**src/design/write_batch_record_parser_macros.svh**
```systemverilog
// Assertion macros shared by the write batch record parser RTL.
`ifndef WRITE_BATCH_RECORD_PARSER_MACROS_SVH
`define WRITE_BATCH_RECORD_PARSER_MACROS_SVH

// Checks that the consequent holds in the same cycle as the antecedent.
`define WBRP_ASSERT_SAME(label, ante, cons, msg) \
    label: assert property (@(posedge clk) disable iff (!rst_n) (ante) |-> (cons)) \
        else $error(msg);

// Checks that the consequent holds in the cycle after the antecedent.
`define WBRP_ASSERT_NEXT(label, ante, cons, msg) \
    label: assert property (@(posedge clk) disable iff (!rst_n) (ante) |=> (cons)) \
        else $error(msg);

`endif

```
**src/design/wbrp_pkg.sv**
```systemverilog
// Shared types and codes of the write batch record parser.
package wbrp_pkg;

    // Parse phases; a byte's role code equals the phase it was parsed in.
    typedef enum logic [2:0] {
        PH_HEADER = 3'd0,
        PH_TAG    = 3'd1,
        PH_KEYLEN = 3'd2,
        PH_KEY    = 3'd3,
        PH_VALLEN = 3'd4,
        PH_VALUE  = 3'd5,
        PH_COLUMN = 3'd6,
        PH_SKIP   = 3'd7
    } phase_t;

    // Byte roles.
    localparam logic [2:0] ROLE_HEADER = 3'd0;
    localparam logic [2:0] ROLE_TAG    = 3'd1;
    localparam logic [2:0] ROLE_KEYLEN = 3'd2;
    localparam logic [2:0] ROLE_KEY    = 3'd3;
    localparam logic [2:0] ROLE_VALLEN = 3'd4;
    localparam logic [2:0] ROLE_VALUE  = 3'd5;
    localparam logic [2:0] ROLE_COLUMN = 3'd6;
    localparam logic [2:0] ROLE_SKIP   = 3'd7;

    // Record kinds.
    localparam logic [1:0] KIND_PUT    = 2'd0;
    localparam logic [1:0] KIND_MERGE  = 2'd1;
    localparam logic [1:0] KIND_DELETE = 2'd2;

    // Batch status codes.
    localparam logic [2:0] STATUS_OK          = 3'd0;
    localparam logic [2:0] STATUS_TOO_SMALL   = 3'd1;
    localparam logic [2:0] STATUS_UNKNOWN_TAG = 3'd2;
    localparam logic [2:0] STATUS_TRUNCATED   = 3'd3;
    localparam logic [2:0] STATUS_MISMATCH    = 3'd4;

    // Configuration register indexes.
    localparam logic [1:0] REG_PUT_TAG    = 2'd0;
    localparam logic [1:0] REG_MERGE_TAG  = 2'd1;
    localparam logic [1:0] REG_DELETE_TAG = 2'd2;

    // Reset values of the tag registers.
    localparam logic [7:0] PUT_TAG_RESET    = 8'd1;
    localparam logic [7:0] MERGE_TAG_RESET  = 8'd2;
    localparam logic [7:0] DELETE_TAG_RESET = 8'd0;

    // Index of the last byte in the header and in a length field.
    localparam logic [1:0] LAST_FIELD_BYTE = 2'd3;

    typedef struct packed {
        logic [7:0] put_tag;
        logic [7:0] merge_tag;
        logic [7:0] delete_tag;
    } tags_t;

    typedef struct packed {
        logic [7:0] data_byte;
        logic       last;
    } in_item_t;

    // Handshake between the input stage and the rest of the pipeline.
    typedef struct packed {
        logic valid;
        logic fire;
    } stage_ctrl_t;

    typedef struct packed {
        logic [7:0]  byte_out;
        logic [2:0]  byte_role;
        logic [1:0]  record_kind;
        logic        record_end;
        logic [15:0] column_id;
        logic [31:0] key_length;
        logic [31:0] value_length;
        logic [31:0] records_found;
        logic        batch_end;
        logic [2:0]  status;
    } result_t;

endpackage

```
**src/design/wbrp_in_stage.sv**
```systemverilog
// Input register of the parser with its stall logic.
module wbrp_in_stage
    import wbrp_pkg::*;
(
    input  logic        clk,
    input  logic        rst_n,
    input  logic        in_valid,
    output logic        in_stall,
    input  logic [7:0]  data_byte,
    input  logic        last,
    input  logic        out_free,
    output stage_ctrl_t ctrl,
    output in_item_t    item
);

    logic     valid_reg;
    logic     valid_next;
    in_item_t item_reg;
    logic     accept;
    logic     fire;

    // The held byte moves on whenever the result register can take it.
    assign fire     = valid_reg && out_free;
    assign in_stall = valid_reg && !out_free;
    assign accept   = in_valid && !in_stall;

    // Valid tracking of the input register.
    always_comb
    begin
        if (accept)
        begin
            valid_next = 1'b1;
        end
        else if (fire)
        begin
            valid_next = 1'b0;
        end
        else
        begin
            valid_next = valid_reg;
        end
    end

    always_ff @(posedge clk or negedge rst_n)
    begin
        if (!rst_n)
        begin
            valid_reg <= 1'b0;
        end
        else
        begin
            valid_reg <= valid_next;
        end
    end

    // Payload capture on each accepted transaction.
    always_ff @(posedge clk)
    begin
        if (accept)
        begin
            item_reg.data_byte <= data_byte;
            item_reg.last      <= last;
        end
    end

    assign ctrl.valid = valid_reg;
    assign ctrl.fire  = fire;
    assign item       = item_reg;

endmodule

```
**src/design/wbrp_parser.sv**
```systemverilog
// Field state machine that labels each batch byte and tracks lengths and status.
module wbrp_parser
    import wbrp_pkg::*;
(
    input  logic     clk,
    input  logic     rst_n,
    input  logic     fire,
    input  in_item_t item,
    input  tags_t    tags,
    output result_t  result
);

    phase_t      phase_reg, phase_next;
    logic [1:0]  fidx_reg, fidx_next;
    logic [23:0] len_shift_reg, len_shift_next;
    logic [31:0] remain_reg, remain_next;
    logic [31:0] header_reg, header_next;
    logic [31:0] found_reg, found_next;
    logic [1:0]  kind_reg, kind_next;
    logic [31:0] key_len_reg, key_len_next;
    logic [31:0] val_len_reg, val_len_next;
    logic [7:0]  col_lo_reg, col_lo_next;
    logic        unknown_reg, unknown_next;

    logic [7:0]  b;
    logic [31:0] full_len;
    logic [2:0]  role;
    logic        rec_end;
    logic [15:0] col;
    logic [2:0]  status;

    assign b        = item.data_byte;
    assign full_len = {b, len_shift_reg};

    // Next state and result fields for the byte in the input register.
    always_comb
    begin
        phase_next     = phase_reg;
        fidx_next      = fidx_reg;
        len_shift_next = len_shift_reg;
        remain_next    = remain_reg;
        header_next    = header_reg;
        found_next     = found_reg;
        kind_next      = kind_reg;
        key_len_next   = key_len_reg;
        val_len_next   = val_len_reg;
        col_lo_next    = col_lo_reg;
        unknown_next   = unknown_reg;
        role           = ROLE_SKIP;
        rec_end        = 1'b0;
        col            = 16'd0;

        unique case (phase_reg)
            PH_HEADER:
            begin
                role        = ROLE_HEADER;
                header_next = header_reg | (32'(b) << {fidx_reg, 3'b000});
                if (fidx_reg == LAST_FIELD_BYTE)
                begin
                    fidx_next  = 2'd0;
                    phase_next = PH_TAG;
                end
                else
                begin
                    fidx_next = fidx_reg + 2'd1;
                end
            end
            PH_TAG:
            begin
                role         = ROLE_TAG;
                found_next   = found_reg + 32'd1;
                key_len_next = 32'd0;
                val_len_next = 32'd0;
                if (b == tags.put_tag || b == tags.merge_tag || b == tags.delete_tag)
                begin
                    // Put wins over merge, merge over delete when tags are equal.
                    if (b == tags.put_tag)
                    begin
                        kind_next = KIND_PUT;
                    end
                    else if (b == tags.merge_tag)
                    begin
                        kind_next = KIND_MERGE;
                    end
                    else
                    begin
                        kind_next = KIND_DELETE;
                    end
                    phase_next     = PH_KEYLEN;
                    fidx_next      = 2'd0;
                    len_shift_next = 24'd0;
                end
                else
                begin
                    unknown_next = 1'b1;
                    phase_next   = PH_SKIP;
                end
            end
            PH_KEYLEN:
            begin
                role = ROLE_KEYLEN;
                if (fidx_reg == LAST_FIELD_BYTE)
                begin
                    fidx_next      = 2'd0;
                    key_len_next   = full_len;
                    len_shift_next = 24'd0;
                    if (full_len != 32'd0)
                    begin
                        remain_next = full_len;
                        phase_next  = PH_KEY;
                    end
                    else if (kind_reg == KIND_DELETE)
                    begin
                        phase_next  = PH_COLUMN;
                        col_lo_next = 8'd0;
                    end
                    else
                    begin
                        phase_next = PH_VALLEN;
                    end
                end
                else
                begin
                    len_shift_next = len_shift_reg | (24'(b) << {fidx_reg, 3'b000});
                    fidx_next      = fidx_reg + 2'd1;
                end
            end
            PH_KEY:
            begin
                role        = ROLE_KEY;
                remain_next = remain_reg - 32'd1;
                if (remain_reg == 32'd1)
                begin
                    fidx_next = 2'd0;
                    if (kind_reg == KIND_DELETE)
                    begin
                        phase_next  = PH_COLUMN;
                        col_lo_next = 8'd0;
                    end
                    else
                    begin
                        phase_next     = PH_VALLEN;
                        len_shift_next = 24'd0;
                    end
                end
            end
            PH_VALLEN:
            begin
                role = ROLE_VALLEN;
                if (fidx_reg == LAST_FIELD_BYTE)
                begin
                    fidx_next      = 2'd0;
                    val_len_next   = full_len;
                    len_shift_next = 24'd0;
                    if (full_len != 32'd0)
                    begin
                        remain_next = full_len;
                        phase_next  = PH_VALUE;
                    end
                    else
                    begin
                        phase_next  = PH_COLUMN;
                        col_lo_next = 8'd0;
                    end
                end
                else
                begin
                    len_shift_next = len_shift_reg | (24'(b) << {fidx_reg, 3'b000});
                    fidx_next      = fidx_reg + 2'd1;
                end
            end
            PH_VALUE:
            begin
                role        = ROLE_VALUE;
                remain_next = remain_reg - 32'd1;
                if (remain_reg == 32'd1)
                begin
                    phase_next  = PH_COLUMN;
                    fidx_next   = 2'd0;
                    col_lo_next = 8'd0;
                end
            end
            PH_COLUMN:
            begin
                role = ROLE_COLUMN;
                if (fidx_reg == 2'd0)
                begin
                    col_lo_next = b;
                    fidx_next   = 2'd1;
                end
                else
                begin
                    rec_end    = 1'b1;
                    col        = {b, col_lo_reg};
                    fidx_next  = 2'd0;
                    phase_next = PH_TAG;
                end
            end
            PH_SKIP:
            begin
                role = ROLE_SKIP;
            end
            default:
            begin
                role = ROLE_SKIP;
            end
        endcase
    end

    // Final status of the batch, reported on the last byte only.
    always_comb
    begin
        status = STATUS_OK;
        if (item.last)
        begin
            if (unknown_next)
            begin
                status = STATUS_UNKNOWN_TAG;
            end
            else if (phase_next == PH_HEADER)
            begin
                status = STATUS_TOO_SMALL;
            end
            else if (phase_next != PH_TAG)
            begin
                status = STATUS_TRUNCATED;
            end
            else if (found_next != header_next)
            begin
                status = STATUS_MISMATCH;
            end
        end
    end

    // Parser state; the last byte of a batch returns everything to reset values.
    always_ff @(posedge clk or negedge rst_n)
    begin
        if (!rst_n)
        begin
            phase_reg     <= PH_HEADER;
            fidx_reg      <= 2'd0;
            len_shift_reg <= 24'd0;
            remain_reg    <= 32'd0;
            header_reg    <= 32'd0;
            found_reg     <= 32'd0;
            kind_reg      <= KIND_PUT;
            key_len_reg   <= 32'd0;
            val_len_reg   <= 32'd0;
            col_lo_reg    <= 8'd0;
            unknown_reg   <= 1'b0;
        end
        else if (fire)
        begin
            if (item.last)
            begin
                phase_reg     <= PH_HEADER;
                fidx_reg      <= 2'd0;
                len_shift_reg <= 24'd0;
                remain_reg    <= 32'd0;
                header_reg    <= 32'd0;
                found_reg     <= 32'd0;
                kind_reg      <= KIND_PUT;
                key_len_reg   <= 32'd0;
                val_len_reg   <= 32'd0;
                col_lo_reg    <= 8'd0;
                unknown_reg   <= 1'b0;
            end
            else
            begin
                phase_reg     <= phase_next;
                fidx_reg      <= fidx_next;
                len_shift_reg <= len_shift_next;
                remain_reg    <= remain_next;
                header_reg    <= header_next;
                found_reg     <= found_next;
                kind_reg      <= kind_next;
                key_len_reg   <= key_len_next;
                val_len_reg   <= val_len_next;
                col_lo_reg    <= col_lo_next;
                unknown_reg   <= unknown_next;
            end
        end
    end

    // Result fields reflect the state after this byte.
    assign result.byte_out      = b;
    assign result.byte_role     = role;
    assign result.record_kind   = kind_next;
    assign result.record_end    = rec_end;
    assign result.column_id     = col;
    assign result.key_length    = key_len_next;
    assign result.value_length  = val_len_next;
    assign result.records_found = found_next;
    assign result.batch_end     = item.last;
    assign result.status        = status;

endmodule

```
**src/design/write_batch_record_parser.sv**
```systemverilog
// Top level of the write batch record parser: tag registers, pipeline and result register.
// Pipeline: a byte is accepted into the input register, then moves to the result register,
// and leaves when out_stall is low. Throughput: one byte per cycle while out_stall
// is low; output stalls hold the pipeline. The parse state machine updates once per byte.
// Reset: rst_n clears the pipeline valids and the parse state to the header phase,
// and loads the tag registers with put 1, merge 2 and delete 0.
`include "write_batch_record_parser_macros.svh"

module write_batch_record_parser
    import wbrp_pkg::*;
(
    input  logic        clk,
    input  logic        rst_n,
    input  logic        cfg_valid,
    output logic        cfg_ready,
    input  logic [1:0]  cfg_index,
    input  logic [7:0]  cfg_data,
    input  logic        in_valid,
    output logic        in_stall,
    input  logic [7:0]  data_byte,
    input  logic        last,
    output logic        out_valid,
    input  logic        out_stall,
    output logic [7:0]  byte_out,
    output logic [2:0]  byte_role,
    output logic [1:0]  record_kind,
    output logic        record_end,
    output logic [15:0] column_id,
    output logic [31:0] key_length,
    output logic [31:0] value_length,
    output logic [31:0] records_found,
    output logic        batch_end,
    output logic [2:0]  status
);

    tags_t       tags_reg;
    stage_ctrl_t s1_ctrl;
    in_item_t    s1_item;
    result_t     result;
    result_t     result_reg;
    logic        out_valid_reg;
    logic        out_valid_next;
    logic        out_free;
    logic        skip_end;

    // Tag registers; every configuration transaction is taken at once.
    assign cfg_ready = 1'b1;

    always_ff @(posedge clk or negedge rst_n)
    begin
        if (!rst_n)
        begin
            tags_reg.put_tag    <= PUT_TAG_RESET;
            tags_reg.merge_tag  <= MERGE_TAG_RESET;
            tags_reg.delete_tag <= DELETE_TAG_RESET;
        end
        else if (cfg_valid && cfg_ready)
        begin
            unique case (cfg_index)
                REG_PUT_TAG:    tags_reg.put_tag    <= cfg_data;
                REG_MERGE_TAG:  tags_reg.merge_tag  <= cfg_data;
                REG_DELETE_TAG: tags_reg.delete_tag <= cfg_data;
                default:        tags_reg            <= tags_reg;
            endcase
        end
    end

    // The result register is free when empty or when its content leaves now.
    assign out_free = !out_valid_reg || !out_stall;

    wbrp_in_stage u_in_stage (
        .clk       (clk),
        .rst_n     (rst_n),
        .in_valid  (in_valid),
        .in_stall  (in_stall),
        .data_byte (data_byte),
        .last      (last),
        .out_free  (out_free),
        .ctrl      (s1_ctrl),
        .item      (s1_item)
    );

    wbrp_parser u_parser (
        .clk    (clk),
        .rst_n  (rst_n),
        .fire   (s1_ctrl.fire),
        .item   (s1_item),
        .tags   (tags_reg),
        .result (result)
    );

    // Result register valid.
    always_comb
    begin
        if (s1_ctrl.fire)
        begin
            out_valid_next = 1'b1;
        end
        else if (out_valid_reg && out_stall)
        begin
            out_valid_next = 1'b1;
        end
        else
        begin
            out_valid_next = 1'b0;
        end
    end

    always_ff @(posedge clk or negedge rst_n)
    begin
        if (!rst_n)
        begin
            out_valid_reg <= 1'b0;
        end
        else
        begin
            out_valid_reg <= out_valid_next;
        end
    end

    // Result payload capture.
    always_ff @(posedge clk)
    begin
        if (s1_ctrl.fire)
        begin
            result_reg <= result;
        end
    end

    assign out_valid     = out_valid_reg;
    assign byte_out      = result_reg.byte_out;
    assign byte_role     = result_reg.byte_role;
    assign record_kind   = result_reg.record_kind;
    assign record_end    = result_reg.record_end;
    assign column_id     = result_reg.column_id;
    assign key_length    = result_reg.key_length;
    assign value_length  = result_reg.value_length;
    assign records_found = result_reg.records_found;
    assign batch_end     = result_reg.batch_end;
    assign status        = result_reg.status;

    // A valid last byte that was skipped.
    assign skip_end = out_valid_reg && batch_end && (byte_role == ROLE_SKIP);

    // Input stall only while the input register holds a byte.
    `WBRP_ASSERT_SAME(a_stall_needs_item, in_stall, s1_ctrl.valid, "stall without a held byte")
    // A byte that leaves the input register lands in the result register.
    `WBRP_ASSERT_NEXT(a_fire_fills_output, s1_ctrl.fire, out_valid_reg, "byte lost")
    // A skipped last byte can only follow an unknown tag.
    `WBRP_ASSERT_SAME(a_skip_status, skip_end, status == STATUS_UNKNOWN_TAG, "no tag error")

endmodule

```
**config.mk**
```make
export PLATFORM = sky130hd
export DESIGN_NAME = write_batch_record_parser
export DESIGN_NICKNAME = d
export VERILOG_FILES = /design/src/design/wbrp_pkg.sv /design/src/design/wbrp_in_stage.sv /design/src/design/wbrp_parser.sv /design/src/design/write_batch_record_parser.sv
export VERILOG_INCLUDE_DIRS = /design/src /design/src/design
export SDC_FILE = /design/constraint.sdc
export NUM_CORES = 1
export LEC_CHECK = 0
export ABC_AREA = 1
export BUFFER_PORTS_ARGS = -buffer_cell sky130_fd_sc_hd__clkbuf_2
export CAP_MARGIN = 0
export CORE_MARGIN = 3
export CORE_UTILIZATION = 55
export CTS_CLUSTER_DIAMETER = 60
export CTS_CLUSTER_SIZE = 40
export DETAILED_ROUTE_END_ITERATION = 12
export GPL_ROUTABILITY_DRIVEN = 0
export PLACE_DENSITY = 0.74
export REMOVE_ABC_BUFFERS = 1
export SLEW_MARGIN = 30
export SYNTH_ARGS = -nofsm -noshare
export SYNTH_HDL_FRONTEND = slang
export SYNTH_SLANG_ARGS = --single-unit
```
**constraint.sdc**
```tcl
create_clock -name clk -period 11.75 [get_ports clk]
set_clock_uncertainty 0.15 [all_clocks]
set_input_delay 1.175 -clock clk [delete_from_list [all_inputs] [get_ports clk]]
set_output_delay 1.175 -clock clk [all_outputs]
set_load 0.02 [all_outputs]
```
# After elaboration in Yosys (flattened, before gate mapping)
# Cells that the tools add are included.
# word_totals
regBits,365
out_inout_bits,133
wordCells,168
# op_classes
add_sub_neg,3
n_eq_ne,29
shift,2
n_mux,66
bitwise,4
reduce_logical,34
# ops
cell,n
two-way mux 32 bit,11
one-hot mux 32 bit (2 select lines),3
two-way mux 24 bit,5
two-way mux 8 bit,9
one-hot mux 24 bit (3 select lines),1
one-hot mux 8 bit (5 select lines),1
"adder 32 x 1 -> 32 bit, second input constant",1
"equality test 32 x 1 -> 1 bit, second input constant",1
inequality test 32 bit,1
bitwise OR 32 bit,1
nonzero test 32 bit,1
left shift 8 x 5 -> 32 bit,1
"subtractor 32 x 1 -> 32 bit, second input constant",1
two-way mux 3 bit,10
two-way mux 2 bit,14
equality test 8 bit,3
bitwise OR 24 bit,1
one-hot mux 3 bit (8 select lines),1
left shift 8 x 5 -> 24 bit,1
one-hot mux 3 bit (7 select lines),1
"inequality test 3 x 2 -> 1 bit, second input constant",6
"equality test 3 bit, second input constant",4
"inequality test 3 x 1 -> 1 bit, second input constant",4
two-way mux 1 bit,9
25 further kinds,47

# Depth between registers and ports, before layout
# Gate-level depths: netlist of the first run.
# depth
depth_word,9
mapped_depth,17
mapped_depth_nobuf,17

# By module
# Synthesis of the first run repeated with hierarchy kept, for this count alone.
# unflattened
cells_unflattened,2160
hier_area_um2,18371.4
# by_module_without_submodules
module,n_inst,cells_each,area_each_um2
wbrp_parser,1,1897,13020.0
write_batch_record_parser,1,243,5001.0
wbrp_in_stage,1,20,350.3

# Worst setup path after synthesis of the first run
# OpenSTA, ideal clock, no wires.
# synth_path
path_type,input-to-reg
from,in out_stall
to,"reg result_reg, in the netlist batch_end, enable pin"
t_arrival_ps,5768
t_required_ps,11055
slack_ps,5287
path_stages,6
n_path_buf,3
cell_sequence,nand2_1 -> inv_1 -> nor2_1 -> clkbuf_1 -> clkbuf_1 -> clkbuf_1
# synth_via
elab_chain_len,3
# synth_rtl
item,line_no,source
start: declaration,write_batch_record_parser.sv:23,"input logic out_stall,"
zero test 1 bit,write_batch_record_parser.sv:69,assign out_free = !out_valid_reg || !out_stall;
logical OR 1 bit,write_batch_record_parser.sv:69,
logical AND 1 bit,wbrp_in_stage.sv:23,assign fire = valid_reg && out_free;
via u_in_stage.fire,wbrp_in_stage.sv:20,logic fire;
end signal: assignment,write_batch_record_parser.sv:126,result_reg <= result;
end: declaration,write_batch_record_parser.sv:40,result_t result_reg;
# The timed path passes the listed nets, and every way through them passes these cells.
# A chain may end at the register's enable or synchronous reset.

# Worst setup path after layout of the first run
# layout_path
from,in out_stall
to,reg u_parser.header_reg[27]
# layout_via
elab_chain_len,3
# layout_rtl
item,line_no,source
zero test 1 bit,write_batch_record_parser.sv:69,
logical OR 1 bit,write_batch_record_parser.sv:69,
logical AND 1 bit,wbrp_in_stage.sv:23,
end signal: assignment,wbrp_parser.sv:274,header_reg <= header_next;
end: declaration,wbrp_parser.sv:17,"logic [31:0] header_reg, header_next;"
# No other way between the ends.

==> results.sh, run 1 <==
export IMPL_worst_slew_pin_slew_ns=0.946
export IMPL_drive_gt1_share_pct=13.3
export IMPL_async_reset_ff_share_pct=61.9
export IMPL_synth_cell_types=50
export IMPL_port_buffer_count=155
export IMPL_ios=157
export IMPL_path_max_fanout=37
export IMPL_hold_viol=0
export IMPL_ys_warn_count=0
export IMPL_synthFlopType="dfrtp_1"
export IMPL_initial_core_util_pct=56.2
export IMPL_drt_iter0_drc=1567
export IMPL_p_sw_share_pct=41.8
export IMPL_grtUsageTotal_pct=26.0
export IMPL_post_cts_resized=0
export IMPL_htreeDepth=1
export IMPL_hold_buffers=0
export IMPL_cts_setup_buffers=0
export IMPL_holdPathStages=2
export IMPL_fin_cells=2619
export IMPL_worst_setup_path_type="input pin to register"
export IMPL_fill_cells=2687
export IMPL_antenna_found_initial=1
export IMPL_die_area_sq_um=34700
export IMPL_avgSynthCellArea_sq_um=8.69
export IMPL_cts_clk_slew_worst_paths_ns=0.08
export IMPL_clkPwrFrac_pct=24.7
export IMPL_power_density_nw_per_um2=208
export IMPL_comb_power_share_pct=35.6
export IMPL_post_drt_wl_per_cell_um=17.6
export IMPL_totalWireLength_um=46100
export IMPL_setup_viol=0
export IMPL_tritoncts="done"
export IMPL_status="finished, final reports clean"
export IMPL_post_route_min_period_ns=3.83
export IMPL_first_global_vias=14200
export IMPL_drv_slew=0
export IMPL_via_per_inst=5.67
export IMPL_mappedNetlistArea_sq_um=17900
export IMPL_cts_sinks=365
export IMPL_nNetsFinal=2190
export IMPL_leakage_uw=0.00877
export IMPL_synth_area_leaders="dfrtp_1 (31%), edfxtp_1 (23%), nand2_1 (11%)"
export IMPL_dp_hpwl_um=31100
export IMPL_maxSlewHeadroom_pct=36.8
export IMPL_row_count=65
export IMPL_r2r_setup_slack_ns=8.18
export IMPL_start_kind="input pin"
export IMPL_r2r_start="out_valid$_DFF_PN0_"
export IMPL_first_pass_iters=6
export IMPL_synth_top_area_share_pct=31.3
export IMPL_tns_ns=0
export IMPL_critical_path_required_ns=12.08
export IMPL_postSynthCellCount=2057
export IMPL_p_int_uw=2420
export IMPL_grt_overflow=0
export IMPL_irDropWorstVdd_mv=0.146
export IMPL_place_inst=2565
export IMPL_root_buffer="clkbuf_16"
export IMPL_clockBufferDepth=3
export IMPL_vias=14900
export IMPL_power_uw=4150
export IMPL_layout_worst_path_cycle_share_pct=32.6
export IMPL_cts_buffers=28
export IMPL_coreArea_sq_um=31800
export IMPL_ant_nets=0
export IMPL_grt_max_degree=178
export IMPL_synth_edf_count=139
export IMPL_area_growth_synth_to_final_pct=11.6
export IMPL_switchingPower_uw=1730
export IMPL_maxCapViolations=0
export IMPL_crit_path_end_kind="register"
export IMPL_clock_latency_ns=0.57
export IMPL_synth_seq_cells=365
export IMPL_hold_path_end="u_parser.val_len_reg[30]$_DFFE_PN0P_"
export IMPL_grt_pass1_wl_um=75000
export IMPL_rsz0062_at_grt="no"
export IMPL_fmax_mhz=261
export IMPL_yosys_area_top_type="dfrtp_1"
export IMPL_cp_arrival_ns=4.16
export IMPL_route_detailed_drc=0
export IMPL_ff2ff_path_depth=10
export IMPL_min_path_type="register to register"
export IMPL_pwr_share_seq_pct=39.7
export IMPL_yosysSeqAreaShare_pct=55.0
export IMPL_r2r_end="u_parser.header_reg[27]$_DFFE_PN0P_"
export IMPL_dieWidth_um=186
export IMPL_fp_dieH_um=186
export IMPL_hold_start="u_parser.val_len_reg[30]$_DFFE_PN0P_"
==> worst max path at each step <==
stage,start,to,depth (start not counted)
2_1_floorplan,out_stall,u_parser.header_reg[1]$_DFFE_PN0P_,7
3_3_place_gp,out_stall,u_parser.found_reg[6]$_DFFE_PN0P_,11
3_5_place_dp,out_stall,u_parser.header_reg[21]$_DFFE_PN0P_,11
4_1_cts,out_stall,u_parser.header_reg[27]$_DFFE_PN0P_,11
5_1_grt,out_stall,u_parser.header_reg[27]$_DFFE_PN0P_,11
6_report,out_stall,u_parser.header_reg[27]$_DFFE_PN0P_,11
==> worst max-delay path: stages <==
cell and delay, ns:
clkbuf_2 0.08, nand2_1 0.10, inv_1 0.08, nor2_4 0.09
inv_1 0.31, buf_4 0.34, nor2_4 0.09, buf_4 0.43
clkinv_1 0.74, buf_4 0.50, a21oi_1 0.20
==> per-stage QoR <==
| step | area (sq um) | hold slack [ns] | worst slack, ns | utilization, % |
|---|---|---|---|---|
| after floorplan | 17500 | 0.284 | -7.30 | - |
| after global placement | 18900 | 0.315 | 6.94 | 59.5 |
| after detailed placement | 18900 | 0.314 | 6.91 | 59.5 |
| after CTS | 19900 | 0.336 | 7.37 | 62.7 |
| after global routing | 20000 | 0.365 | 7.71 | 62.8 |
| final | 20000 | 0.340 | 7.92 | 62.8 |
==> cells by family after synthesis <==
kind of cell,Yosys count,synth area share [%]
flip-flops,365,55.0
buffers and inverters,349,7.72
XOR/XNOR,37,1.81
AND/OR/NAND/NOR,916,21.8
AO/OA/AOI/OAI,384,13.3
adder cells (fa/ha/maj),5,0.350
other,1,0.0210
==> cell type report <==
class	count	area [sq um]	share of cell area, %
diodes	1	2.50	0.0125
clock buffers	33	782	3.92
clock inverters	19	240	1.20
inverters	256	963	4.83
multi-input cells	1343	6690	33.5
flip-flops and latches	365	9830	49.3
well taps	435	544	2.73
repair buffers	167	905	4.53
==> cells in the mapped netlist, types with 15 or more instances <==
cell      count
nand2_1     513
inv_1       240
dfrtp_1     224
nor2_1      195
o21ai_0     158
edfxtp_1    139
nand3_1     114
a21oi_1      80
o221ai_1     62
clkbuf_1     61
xor2_1       32
o22ai_1      26
nand4_1      24
nor3_1       20
buf_2        15
==> layer usage <==
metal	global-route usage, %	up-vias	share of wire [%]	routed length (um)
li1	-	7043	-	-
met1	36.8	7115	44	20100
met2	42.4	601	46	21400
met3	3.68	96	7.2	3330
met4	7.94	0	2.8	1290
met5	0	-	0	0
==> layout by cell type, fill, tap and decap left out, drive strengths merged, types with 2 or more instances in the layout <==
cell and n:
dfstp 2, o21ai 167, o211ai 6, o31ai 8, inv 263, dfrtp 224
a21oi 82, ha 5, xnor2 5, nand3b 7, clkinv 12, edfxtp 139
nand2 526, nor2 210, buf 13, nand3 120, nand4 24, or2 7
o21bai 12, a21boi 2, o22ai 36, xor2 32, o221ai 62, clkbuf 187
nor3 21, a32o 5
==> power by group through the flow <==
stage          logic [uW]  clock network, uW  registers (uW)
2_1_floorplan         967                  0            1700
3_3_place_gp         1420                  0            1660
3_5_place_dp         1450                  0            1670
4_1_cts              1460               1050            1640
5_1_grt              1640               1090            1660
6_report             1480               1030            1650
(Power assumes the default switching activity.)
==> run 2, diff against run 1 <==
==> constraint.sdc (replaced) <==
create_clock -name clk -period 3.84 [get_ports clk]
set_clock_uncertainty 0.15 [all_clocks]
set_input_delay 0.384 -clock clk [delete_from_list [all_inputs] [get_ports clk]]
set_output_delay 0.384 -clock clk [all_outputs]
set_load 0.02 [all_outputs]
==> run 2 against run 1 <==
Cell area up 0.87%. Combinational power increased to 3.1 times the previous value. Routed wire length up 3.6%. Critical path depth is 2 lower. Global-route usage grew 1.1 points. Worst setup slack got worse by 7.0 ns. Hold slack lost 0.067 ns. Non-clock buffer count is 27 higher. Highest routed layer unchanged.
==> results.sh, run 2 (synthesis gave the netlist of run 1 again) <==
export IMPL_first_global_vias=14600
export IMPL_power_density_nw_per_um2=629
export IMPL_slowest_stage="edfxtp_1"
export IMPL_grt_overflow=0
export IMPL_first_pass_iters=6
export IMPL_hold_buffers=20
export IMPL_layout_common_cells="nand2_1 (513), inv_1 (240), dfrtp_1 (224)"
export IMPL_fmax_mhz=338
export IMPL_totalWireLength_um=47700
export IMPL_use_met3_pct=3.40
export IMPL_route_detailed_drc=0
export IMPL_path_max_fanout=24
export IMPL_critPathMaxStageDelay_ns=0.61
export IMPL_min_path_type="input pin to asynchronous set/reset pin"
export IMPL_gr_max_usage_layer="met2"
export IMPL_final_common_cell="nand2_1"
export IMPL_critical_path_required_ns=4.12
export IMPL_area_growth_synth_to_final_pct=12.6
export IMPL_port_buffer_count=155
export IMPL_via_per_inst=5.76
export IMPL_cts_setup_buffers=0
export IMPL_cts_buffers=27
export IMPL_critPathBufInv=0
export IMPL_drt_iter0_drc=1801
export IMPL_r2r_start="u_in_stage.item[2]$_DFFE_PP_"
export IMPL_cts_sinks=365
export IMPL_fill_cells=2662
export IMPL_drive_gt1_share_pct=13.4
export IMPL_die_area_sq_um=34700
export IMPL_ios=157
export IMPL_maxSlewHeadroom_pct=32.1
export IMPL_post_drt_wl_per_cell_um=18.1
export IMPL_vias=15200
export IMPL_grtUsageTotal_pct=27.2
export IMPL_fp_dieH_um=186
export IMPL_htreeDepth=1
export IMPL_preCtsSetupSlack_ns=0.940
export IMPL_row_count=65
export IMPL_setup_viol=0
export IMPL_coreArea_sq_um=31800
export IMPL_rsz0062_at_grt="no"
export IMPL_worst_slack_ns=0.880
export IMPL_tritoncts="done"
export IMPL_use_met1_pct=37.4
export IMPL_status="finished, final reports clean"
export IMPL_hold_viol=0
export IMPL_layout_worst_path_cycle_share_pct=77.1
export IMPL_drv_slew=0
export IMPL_antenna_cells=0
export IMPL_crit_path_end_kind="register"
export IMPL_worst_setup_path_type="register to register"
export IMPL_nNetsFinal=2216
export IMPL_leakage_uw=0.00886
export IMPL_post_route_min_period_ns=2.96
export IMPL_use_met2_pct=44.7
export IMPL_dieWidth_um=186
export IMPL_maxCapViolations=0
export IMPL_clockBufferDepth=3
export IMPL_crit_path_start="u_in_stage.item[2]$_DFFE_PP_"
export IMPL_cp_cell_sequence="or2_2, a21oi_1, nand2_1, o21ai_0, nor2_1, nand2_1, nand3_2, a21oi_4, nor2_1"
export IMPL_worst_slew_pin_slew_ns=1.02
export IMPL_holdWs_ns=0.273
export IMPL_start_kind="register"
export IMPL_ant_nets=0
export IMPL_grt_max_degree=169
export IMPL_cts_clk_slew_worst_paths_ns=0.09
export IMPL_root_buffer="clkbuf_16"
export IMPL_irDropWorstVdd_mv=0.380
export IMPL_cp_arrival_ns=3.24
export IMPL_clock_latency_ns=0.57
export IMPL_initial_core_util_pct=56.2
export IMPL_antenna_found_initial=0
export IMPL_dp_hpwl_um=33200
export IMPL_post_cts_resized=0
export IMPL_grt_pass1_wl_um=77700
export IMPL_path_delay_family="simple AND/OR/NAND/NOR gates"
run 2: worst register-to-register path, delay by kind of cell, from the launching register on:
kind	cells	cell delay, ns
simple gates	6	1.11
flops	1	0.61
compound gates	3	0.96
run 2: final timing paths:
| kind | to | slack (ns) | cells past startpoint |
|---|---|---|---|
| setup reg to reg | u_parser.len_shift_reg[17]$_DFFE_PN0P_ | 0.88 | 9 |
| hold reg to reg | u_parser.val_len_reg[30]$_DFFE_PN0P_ | 0.33 | 2 |
| max in group asynchronous | u_parser.found_reg[30]$_DFFE_PN0P_ | 2.35 | 3 |
| hold / removal | u_parser.val_len_reg[4]$_DFFE_PN0P_ | 0.27 | 2 |
| min in group clk | tags_reg[16]$_DFFE_PN1P_ | 0.30 | 3 |
| setup / recovery | u_parser.len_shift_reg[17]$_DFFE_PN0P_ | 0.88 | 9 |
run 2: through the flow:
stage,instance area (sq um),setup TNS [ns],util [%],instances,total power [uW]
after floorplan,17500,-2953.52,-,1964,8170
after global placement,19000,0,59.8,2573,9550
after detailed placement,19000,0,59.8,2573,9640
after CTS,20100,0,63.3,2643,12700
after global routing,20100,0,63.3,2643,13400
final,20100,0,63.3,2643,12700
run 2: final cells by class:
type	instances	area (sq um)	share of cell area [%]
Timing Repair Buffer	194	1180	5.85
Multi-Input combinational cell	1343	6690	33.2
Inverter	256	963	4.78
Clock inverter	22	244	1.21
Clock buffer	28	681	3.38
Tap cell	435	544	2.70
Sequential cell	365	9830	48.8
run 2: metal layers:
layer	share of wire (%)	routed length, um
met1	41	19700
met2	47	22600
met3	6.9	3310
met4	4.5	2140
met5	0	0
run 2: where the power goes:
| group | switching [uW] | leakage [uW] | internal, uW |
|---|---|---|---|
| Sequential | 434 | 0.00445 | 4580 |
| Combinational | 3350 | 0.00395 | 1310 |
| Clock | 1580 | 0.000462 | 1410 |
| Total | 5360 | 0.00886 | 7300 |
